[src/rtl/dmht_pkg.sv]
// Shared types and constants for the direct-mapped hash table.
// Holds the job record passed from the key front end to the table back end.
// No dependencies.
package dmht_pkg;

  localparam int HASH_W        = 64;
  localparam int KEY_W         = 64;
  localparam int LEN_W         = 4;
  localparam int VALUE_W       = 32;
  localparam int CHAR_W        = 8;
  localparam int MAX_KEY_CHARS = 8;

  localparam int JOB_DEPTH = 2;

  localparam logic [HASH_W-1:0]  HASH_SEED  = 64'd5381;
  localparam logic [VALUE_W-1:0] MISS_VALUE = '1;

  localparam logic [1:0] MODE_INSERT = 2'd0;
  localparam logic [1:0] MODE_GET    = 2'd1;
  localparam logic [1:0] MODE_REMOVE = 2'd2;
  localparam logic [1:0] MODE_SPARE  = 2'd3;

  localparam logic [2:0] ST_INSERTED    = 3'd0;
  localparam logic [2:0] ST_COLLISION   = 3'd1;
  localparam logic [2:0] ST_FOUND       = 3'd2;
  localparam logic [2:0] ST_NOT_FOUND   = 3'd3;
  localparam logic [2:0] ST_REMOVED     = 3'd4;
  localparam logic [2:0] ST_REMOVE_MISS = 3'd5;
  localparam logic [2:0] ST_TOO_LONG    = 3'd6;

  typedef struct packed {
    logic [HASH_W-1:0]  hash;
    logic [KEY_W-1:0]   key;
    logic [LEN_W-1:0]   len;
    logic               overflow;
    logic [1:0]         mode;
    logic [VALUE_W-1:0] value;
  } job_t;

endpackage

[src/rtl/dmht_front.sv]
// Key front end: hashes and buffers one key character per beat.
// Emits a complete job on the last character. Uses dmht_pkg.
module dmht_front (
  input  logic                 clk,
  input  logic                 rst,
  input  logic                 push,
  output logic                 full,
  input  logic [1:0]           mode,
  input  logic [7:0]           key_char,
  input  logic                 key_last,
  input  logic [31:0]          insert_value,
  input  logic                 q_full,
  input  logic                 clearing,
  output logic                 job_push,
  output dmht_pkg::job_t       job
);
  import dmht_pkg::*;

  logic [HASH_W-1:0] hash;
  logic [KEY_W-1:0]  kbuf;
  logic [LEN_W-1:0]  klen;
  logic              kovf;

  logic [HASH_W-1:0] hash_next;
  logic [KEY_W-1:0]  kbuf_next;
  logic [LEN_W-1:0]  klen_next;
  logic              kovf_next;
  logic              accept;

  assign full   = q_full | clearing;
  assign accept = push & ~full;

  always_comb begin
    hash_next = (hash << 5) + hash + HASH_W'(key_char);
    kbuf_next = kbuf;
    klen_next = klen;
    kovf_next = kovf;
    if (klen < LEN_W'(MAX_KEY_CHARS)) begin
      kbuf_next = kbuf | (KEY_W'(key_char) << {klen[2:0], 3'b000});
      klen_next = klen + LEN_W'(1);
    end else begin
      kovf_next = 1'b1;
    end
  end

  assign job_push     = accept & key_last;
  assign job.hash     = hash_next;
  assign job.key      = kbuf_next;
  assign job.len      = klen_next;
  assign job.overflow = kovf_next;
  assign job.mode     = mode;
  assign job.value    = insert_value;

  always_ff @(posedge clk) begin
    if (rst) begin
      hash <= HASH_SEED;
      kbuf <= '0;
      klen <= '0;
      kovf <= 1'b0;
    end else if (accept) begin
      if (key_last) begin
        hash <= HASH_SEED;
        kbuf <= '0;
        klen <= '0;
        kovf <= 1'b0;
      end else begin
        hash <= hash_next;
        kbuf <= kbuf_next;
        klen <= klen_next;
        kovf <= kovf_next;
      end
    end
  end

endmodule

[src/rtl/dmht_job_fifo.sv]
// Short job queue between key front end and table back end.
// Uses dmht_pkg.
module dmht_job_fifo (
  input  logic           clk,
  input  logic           rst,
  input  logic           wr_en,
  input  dmht_pkg::job_t wr_data,
  output logic           full,
  input  logic           rd_en,
  output dmht_pkg::job_t rd_data,
  output logic           valid
);
  import dmht_pkg::*;

  localparam int PTR_W = (JOB_DEPTH > 1) ? $clog2(JOB_DEPTH) : 1;
  localparam int CNT_W = $clog2(JOB_DEPTH + 1);

  job_t             slots [JOB_DEPTH];
  logic [PTR_W-1:0] wr_ptr;
  logic [PTR_W-1:0] rd_ptr;
  logic [CNT_W-1:0] count;
  logic             do_wr;
  logic             do_rd;

  assign full    = count == CNT_W'(JOB_DEPTH);
  assign valid   = count != '0;
  assign rd_data = slots[rd_ptr];
  assign do_wr   = wr_en & ~full;
  assign do_rd   = rd_en & valid;

  always_ff @(posedge clk) begin
    if (do_wr) begin
      slots[wr_ptr] <= wr_data;
    end
  end

  always_ff @(posedge clk) begin
    if (rst) begin
      wr_ptr <= '0;
      rd_ptr <= '0;
      count  <= '0;
    end else begin
      if (do_wr) begin
        wr_ptr <= (wr_ptr == PTR_W'(JOB_DEPTH - 1)) ? '0 : wr_ptr + PTR_W'(1);
      end
      if (do_rd) begin
        rd_ptr <= (rd_ptr == PTR_W'(JOB_DEPTH - 1)) ? '0 : rd_ptr + PTR_W'(1);
      end
      if (do_wr && !do_rd) begin
        count <= count + CNT_W'(1);
      end else if (do_rd && !do_wr) begin
        count <= count - CNT_W'(1);
      end
    end
  end

endmodule

[src/rtl/dmht_back.sv]
// Table back end: hash modulo unit, slot memory, op execution, result register.
// Clears the slot memory after reset. Uses dmht_pkg.
module dmht_back #(
  parameter int TABLE_SLOTS = 10
) (
  input  logic                clk,
  input  logic                rst,
  input  logic                job_valid,
  input  dmht_pkg::job_t      job_in,
  output logic                job_pop,
  output logic                clearing,
  output logic                empty,
  input  logic                pop,
  output logic [2:0]          status,
  output logic signed [31:0]  read_value,
  output logic [3:0]          slot_index
);
  import dmht_pkg::*;

  localparam int IDX_W  = $clog2(TABLE_SLOTS);
  localparam int FOLD_W = 18 + IDX_W;
  localparam int PROD_W = 2 * FOLD_W;
  localparam logic [IDX_W:0]   SLOTS_EXT = (IDX_W + 1)'(TABLE_SLOTS);
  localparam logic [IDX_W-1:0] LAST_IDX  = IDX_W'(TABLE_SLOTS - 1);
  // weights of the upper 16-bit hash chunks, 2^(16k) mod TABLE_SLOTS
  localparam logic [IDX_W-1:0] W1 = IDX_W'((64'd1 << 16) % TABLE_SLOTS);
  localparam logic [IDX_W-1:0] W2 = IDX_W'((64'd1 << 32) % TABLE_SLOTS);
  localparam logic [IDX_W-1:0] W3 = IDX_W'((64'd1 << 48) % TABLE_SLOTS);
  localparam logic [FOLD_W-1:0] RECIP = FOLD_W'((64'd1 << FOLD_W) / TABLE_SLOTS);

  typedef enum logic [2:0] {
    S_CLEAR,
    S_IDLE,
    S_FOLD,
    S_RECIP,
    S_MOD,
    S_LOOKUP,
    S_EXEC
  } state_t;

  typedef struct packed {
    logic               valid;
    logic [KEY_W-1:0]   key;
    logic [LEN_W-1:0]   len;
    logic [VALUE_W-1:0] value;
  } entry_t;

  entry_t mem [TABLE_SLOTS];
  entry_t rd_entry;

  state_t             state;
  job_t               job;
  logic [FOLD_W-1:0]  fold;
  logic [FOLD_W-1:0]  quot;
  logic [IDX_W-1:0]   rem;
  logic [IDX_W-1:0]   clr_addr;

  logic               out_valid;
  logic [2:0]         out_status;
  logic [VALUE_W-1:0] out_value;
  logic [3:0]         out_slot;

  logic [FOLD_W-1:0]  fold_next;
  logic [PROD_W-1:0]  recip_prod;
  logic [IDX_W:0]     rem_raw;
  logic [IDX_W-1:0]   rem_next;
  logic               out_free;
  logic               match;
  logic [2:0]         res_status;
  logic [VALUE_W-1:0] res_value;
  logic               exec_we;
  entry_t             exec_wdata;
  logic               mem_we;
  logic [IDX_W-1:0]   mem_waddr;
  entry_t             mem_wdata;
  logic               mem_re;

  // hash mod TABLE_SLOTS: fold 16-bit chunks by their weights, then a reciprocal
  // quotient that is at most one low, fixed by one compare-subtract
  assign fold_next = FOLD_W'(job.hash[15:0])
                   + FOLD_W'(job.hash[31:16]) * FOLD_W'(W1)
                   + FOLD_W'(job.hash[47:32]) * FOLD_W'(W2)
                   + FOLD_W'(job.hash[63:48]) * FOLD_W'(W3);

  assign recip_prod = PROD_W'(fold) * PROD_W'(RECIP);

  assign rem_raw  = fold[IDX_W:0] - quot[IDX_W:0] * SLOTS_EXT;
  assign rem_next = (rem_raw >= SLOTS_EXT) ? IDX_W'(rem_raw - SLOTS_EXT)
                                           : rem_raw[IDX_W-1:0];

  assign out_free = ~out_valid | pop;
  assign match    = rd_entry.valid && rd_entry.key == job.key && rd_entry.len == job.len;

  always_comb begin
    res_status = ST_NOT_FOUND;
    res_value  = MISS_VALUE;
    exec_we    = 1'b0;
    exec_wdata = rd_entry;
    if (job.overflow) begin
      res_status = ST_TOO_LONG;
    end else begin
      case (job.mode)
        MODE_INSERT: begin
          if (rd_entry.valid) begin
            res_status = ST_COLLISION;
          end else begin
            res_status       = ST_INSERTED;
            exec_we          = 1'b1;
            exec_wdata.valid = 1'b1;
            exec_wdata.key   = job.key;
            exec_wdata.len   = job.len;
            exec_wdata.value = job.value;
          end
        end
        MODE_REMOVE: begin
          if (match) begin
            res_status       = ST_REMOVED;
            exec_we          = 1'b1;
            exec_wdata.valid = 1'b0;
          end else begin
            res_status = ST_REMOVE_MISS;
          end
        end
        MODE_GET, MODE_SPARE: begin
          if (match) begin
            res_status = ST_FOUND;
            res_value  = rd_entry.value;
          end
        end
        default: begin
          res_status = ST_NOT_FOUND;
        end
      endcase
    end
  end

  assign mem_we    = (state == S_CLEAR) || (state == S_EXEC && out_free && exec_we);
  assign mem_waddr = (state == S_CLEAR) ? clr_addr : rem;
  assign mem_wdata = (state == S_CLEAR) ? entry_t'('0) : exec_wdata;
  assign mem_re    = state == S_LOOKUP;

  always_ff @(posedge clk) begin
    if (mem_we) begin
      mem[mem_waddr] <= mem_wdata;
    end
    if (mem_re) begin
      rd_entry <= mem[rem];
    end
  end

  assign job_pop  = (state == S_IDLE) && job_valid;
  assign clearing = state == S_CLEAR;

  always_ff @(posedge clk) begin
    if (rst) begin
      state     <= S_CLEAR;
      clr_addr  <= '0;
      out_valid <= 1'b0;
    end else begin
      if (state == S_EXEC && out_free) begin
        out_valid <= 1'b1;
      end else if (pop && out_valid) begin
        out_valid <= 1'b0;
      end
      case (state)
        S_CLEAR: begin
          clr_addr <= clr_addr + IDX_W'(1);
          if (clr_addr == LAST_IDX) begin
            state <= S_IDLE;
          end
        end
        S_IDLE: begin
          if (job_valid) begin
            job   <= job_in;
            state <= S_FOLD;
          end
        end
        S_FOLD: begin
          fold  <= fold_next;
          state <= S_RECIP;
        end
        S_RECIP: begin
          quot  <= recip_prod[PROD_W-1:FOLD_W];
          state <= S_MOD;
        end
        S_MOD: begin
          rem   <= rem_next;
          state <= S_LOOKUP;
        end
        S_LOOKUP: begin
          state <= S_EXEC;
        end
        S_EXEC: begin
          if (out_free) begin
            out_status <= res_status;
            out_value  <= res_value;
            out_slot   <= 4'(rem);
            state      <= S_IDLE;
          end
        end
        default: begin
          state <= S_IDLE;
        end
      endcase
    end
  end

  assign empty      = ~out_valid;
  assign status     = out_status;
  assign read_value = out_value;
  assign slot_index = out_slot;

endmodule

[src/rtl/direct_mapped_hash_table_top.sv]
// Direct-mapped djb2 key/value table, top level. Uses dmht_pkg, dmht_front,
// dmht_job_fifo and dmht_back.
// Key characters are taken one per cycle while full is low; a completed key is queued for the back end.
// Each op steps the back end through queue pop, hash fold, reciprocal step, remainder,
// slot read and execute (execute waits while the previous result is unpopped); one op at a time.
// After reset the slot memory is swept with full held high.
module direct_mapped_hash_table_top #(
  parameter int TABLE_SLOTS = 10
) (
  input  logic               clk,
  input  logic               rst,
  input  logic               push,
  output logic               full,
  input  logic [1:0]         mode,
  input  logic [7:0]         key_char,
  input  logic               key_last,
  input  logic signed [31:0] insert_value,
  output logic               empty,
  input  logic               pop,
  output logic [2:0]         status,
  output logic signed [31:0] read_value,
  output logic [3:0]         slot_index
);
  import dmht_pkg::*;

  job_t job_w;
  job_t job_r;
  logic job_push;
  logic q_full;
  logic q_valid;
  logic job_pop;
  logic clearing;

  dmht_front u_front (
    .clk          (clk),
    .rst          (rst),
    .push         (push),
    .full         (full),
    .mode         (mode),
    .key_char     (key_char),
    .key_last     (key_last),
    .insert_value (insert_value),
    .q_full       (q_full),
    .clearing     (clearing),
    .job_push     (job_push),
    .job          (job_w)
  );

  dmht_job_fifo u_fifo (
    .clk     (clk),
    .rst     (rst),
    .wr_en   (job_push),
    .wr_data (job_w),
    .full    (q_full),
    .rd_en   (job_pop),
    .rd_data (job_r),
    .valid   (q_valid)
  );

  dmht_back #(
    .TABLE_SLOTS (TABLE_SLOTS)
  ) u_back (
    .clk        (clk),
    .rst        (rst),
    .job_valid  (q_valid),
    .job_in     (job_r),
    .job_pop    (job_pop),
    .clearing   (clearing),
    .empty      (empty),
    .pop        (pop),
    .status     (status),
    .read_value (read_value),
    .slot_index (slot_index)
  );

endmodule

[config.mk]
export PLATFORM = sky130hd
export DESIGN_NAME = direct_mapped_hash_table_top
export DESIGN_NICKNAME = d
export VERILOG_FILES = /design/src/rtl/dmht_pkg.sv /design/src/rtl/dmht_front.sv /design/src/rtl/dmht_job_fifo.sv /design/src/rtl/dmht_back.sv /design/src/rtl/direct_mapped_hash_table_top.sv
export SDC_FILE = /design/constraint.sdc
export NUM_CORES = 2
export LEC_CHECK = 0
export ABC_AREA = 1
export BUFFER_PORTS_ARGS = -buffer_cell sky130_fd_sc_hd__buf_2
export CORE_ASPECT_RATIO = 0.9
export CORE_MARGIN = 4
export CORE_UTILIZATION = 55
export CTS_BUF_LIST = sky130_fd_sc_hd__clkbuf_8
export DETAILED_ROUTE_END_ITERATION = 8
export PLACE_DENSITY = 0.79
export SYNTH_ARGS = -nofsm -noshare
export SYNTH_HDL_FRONTEND = slang
export SYNTH_SLANG_ARGS = --single-unit
[constraint.sdc]
create_clock -name clk -period 22.3 [get_ports clk]
set_input_delay 1.115 -clock clk [delete_from_list [all_inputs] [get_ports clk]]
set_output_delay 1.115 -clock clk [all_outputs]
set_load 0.05 [all_outputs]
==> summary.txt <==
Cells and area
  • Nets: 8390
  • Share of layout cells above drive strength 1: 7.01%
  • Design Area, Final: 93500 µm²
  • Filler cell count: 12200
  • Area Growth Syn to Fin: 9.12%

Timing
  • Max-slew headroom: 17.4%
  • Tcrit/Tclk final: 24.4%
  • Hold Fails Final Rpt: 0
  • Setup TNS Final: 0 ns
  • Final slew viol count: 0
  • # setup viols final: 0
  • Final Critical Period: 5.44 ns
  • Worst-margin pin slew: 1.24 ns
  • RSZ-0062 raised after global routing: no
  • Post-Route Skew: 0.129 ns
  • Peak Freq: 184 MHz

Clock tree
  • Deepest clock path buffer count: 4
  • Post-CTS Resized: 0
  • TritonCTS clock tree: built
  • Root Buffer: clkbuf_8
  • CTS clk-pin slew, worst paths: 0.06 ns
  • Clk_lat worst skew: 1.01 ns
  • Htree depth: 5
  • TritonCTS buffer count: 304
  • CTS Hold Bufs: 0
  • CTS Sinks: 1825
  • Post-CTS Setup Inserts: 0

Route
  • DRT iter0 DRCs: 6619
  • Remaining DRCs: 0
  • 1st-pass router iterations: 6
  • Post-route ant nets: 0
  • Final wirelength: 221000 µm
  • Routed wire per std cell: 21.7 µm
  • Via/cell ratio: 5.76
  • Via count: 58800

Setup path
  • Critical Path Sink Type: flip-flop
  • Worst r2r src: u_back.job[120]
  • Type of origin of the critical path: flip-flop
  • Setup Crit Path Kind: reg2reg
  • Critical path peak fanout: 5
  • CP max stage cell: fa_1
  • Critical Path RT: 22.99 ns
  • Most Frequent Cell on Critical Path: nand2_1
  • FF-to-FF path depth: 27
  • Worst reg2reg endpoint: u_back.fold[19]
  • R2R Setup Slk: 16.86 ns
  • Crit path largest cell delay: 0.44 ns
  • Crit path arrival time: 6.12 ns

Placement
  • Dpl hpwl: 142000 µm
  • IO buf count: 87
  • Dpl cell area: 88200 µm²
  • Placer congestion estimate: 0.976

Power
  • Sw Ratio: 26.2%
  • Total power: 7.88 mW
  • NetSw: 2.07 mW
  • Pwr dens: 84.3 nW/µm²
  • Pleak: 37.5 nW
  • Seq pwr share: 55.4%
  • Combinational Power Share: 10.8%
  • Int Power: 5.82 mW
  • Maximum VDD drop: 0.000127 V
  • Power share of the clock group: 33.8%

Worst hold path
  • Min-delay src: insert_value[6]
  • Hold Path Cell Cnt: 1
  • Min-delay worst type: in2reg
  • Hold EP: u_fifo.slots[1][6]

Floorplan
  • Initial core utilization: 55.3%
  • Core Area: 155000 µm²
  • Die height: 382 µm
  • Die area: 162000 µm²
  • Die X: 424 µm
  • IO Count: 88
  • Floorplan row count: 137

Logic synthesis
  • Seq/Total Area, Yosys: 62.3%
  • Top cells by count, synth: edfxtp_1 (1680), nand2_1 (1507), inv_1 (814), nor2_1 (750), o21ai_0 (624)
  • Top cells by area, synth: edfxtp_1 (59%), nand2_1 (6.6%), ha_1 (4.5%), o21ai_0 (3.6%), inv_1 (3.6%)
  • Top FF cell, synth: edfxtp_1
  • Mapped cell area: 85700 µm²
  • Synthesized Nets: 8259
  • Most common cell in the synthesized netlist: edfxtp_1
  • Syn Inst Count: 7778
  • Post-synth EDFFs: 1680
  • Yosys top cell by area: edfxtp_1
  • Synth async-reset ratio: 0%
  • Top cell type's share of synthesized area: 58.9%
  • Mean area per synthesized cell: 11.0 µm²
  • Cell variety after synth: 55
  • #FFs+latches synth: 1825
  • Synth Warn #: 0

GRT
  • First-pass GRT wire length: 337000 µm
  • Pin count of the biggest net entering global routing: 223
  • GRT Util Overall: 26.9%
  • Remaining global-route overflow: 0
  • Vias in the first global route: 57800
  • Initial antenna violation count: 18

Outcome
  • Status: finished, final reports clean

Run
  • Number of max-cap violations: 0
-- through the flow --
step	instances	setup WS, ns	utilization, %	hold WS (ns)
2_1_floorplan	7778	13.13	-	0.400
3_3_place_gp	9688	16.94	56.9	0.409
3_5_place_dp	9688	16.96	56.9	0.417
4_1_cts	10200	16.90	60.3	0.210
5_1_grt	10200	16.40	60.3	0.242
6_report	10200	16.86	60.3	0.294
-- registers in the layout (all words and copies together), names as in the netlist, 21 cells and up --
name	count
u_back.fold	21
u_back.job	167
u_back.mem	1010
u_back.rd_entry	101
u_back.read_value	32
u_fifo.slots	334
u_front.hash	64
u_front.kbuf	64
-- critical path, delay by kind of cell, from the launching register on --
kind / cells / cell delay (ns)
AND/OR/NAND/NOR: 10 / 1.09
XOR/XNOR: 3 / 0.39
AO/OA/AOI/OAI: 5 / 1.18
adder cells (fa/ha/maj): 5 / 1.81
buffers and inverters: 4 / 0.29
flip-flops: 1 / 0.39
-- layer usage --
layer | track usage [%] | vias up | routed length [µm]
met2 | 43.4 | 2794 | 105000
met4 | 10.3 | 2 | 8420
met3 | 5.41 | 532 | 20000
met1 | 36.1 | 28300 | 88500
li1 | - | 27200 | -
met5 | 0 | - | 13
-- cells in the final DEF, fill, tap and decap left out, types with 123 or more instances in the layout --
cell type / instances
o21ai_0: 624
clkbuf_8: 318
o221ai_1: 128
dfxtp_1: 144
nand3_1: 212
fa_1: 123
nor2_1: 743
mux2i_1: 128
ha_1: 311
a21oi_1: 323
inv_1: 916
edfxtp_1: 1680
nand2_1: 1507
-- power groups by stage --
| stage | Sequential (mW) | Clock [mW] | Combinational (mW) |
|---|---|---|---|
| floorplan | 4.48 | 0 | 0.503 |
| CTS | 4.36 | 2.70 | 0.852 |
| global route | 4.39 | 2.86 | 0.923 |
| finish | 4.37 | 2.66 | 0.855 |
| global placement | 4.41 | 0 | 0.825 |
| detailed placement | 4.43 | 0 | 0.849 |
-- layout make-up --
class	instances	area, µm²	area share, %
inverters	822	3110	3.32
multi-input cells	4816	28100	30.1
clock buffers	318	4380	4.68
flip-flops and latches	1825	53400	57.1
repair buffers	140	971	1.04
clock inverters	194	935	1.00
well taps	2085	2610	2.79
diodes	13	32.5	0.0348
-- logic make-up after synthesis --
kind of cell | synth area share (%)
xor+xnor | 1.58
compound gates | 9.12
buf+inv | 5.14
fa+ha+maj | 7.42
mux | 1.50
simple gates | 13.0
flops | 62.3
-- worst max path at each step --
stage / start / end / slack, ns / cells after the start
2_1_floorplan: rst / u_back.job[0] / 13.13 / 3
3_3_place_gp: u_back.job[120] / u_back.fold[19] / 16.94 / 27
3_5_place_dp: u_back.job[120] / u_back.fold[19] / 16.96 / 27
4_1_cts: u_back.job[120] / u_back.fold[19] / 16.90 / 27
5_1_grt: u_back.job[120] / u_back.fold[19] / 16.40 / 27
6_report: u_back.job[120] / u_back.fold[19] / 16.86 / 27
Note: power is estimated with default switching activity, not from simulation.
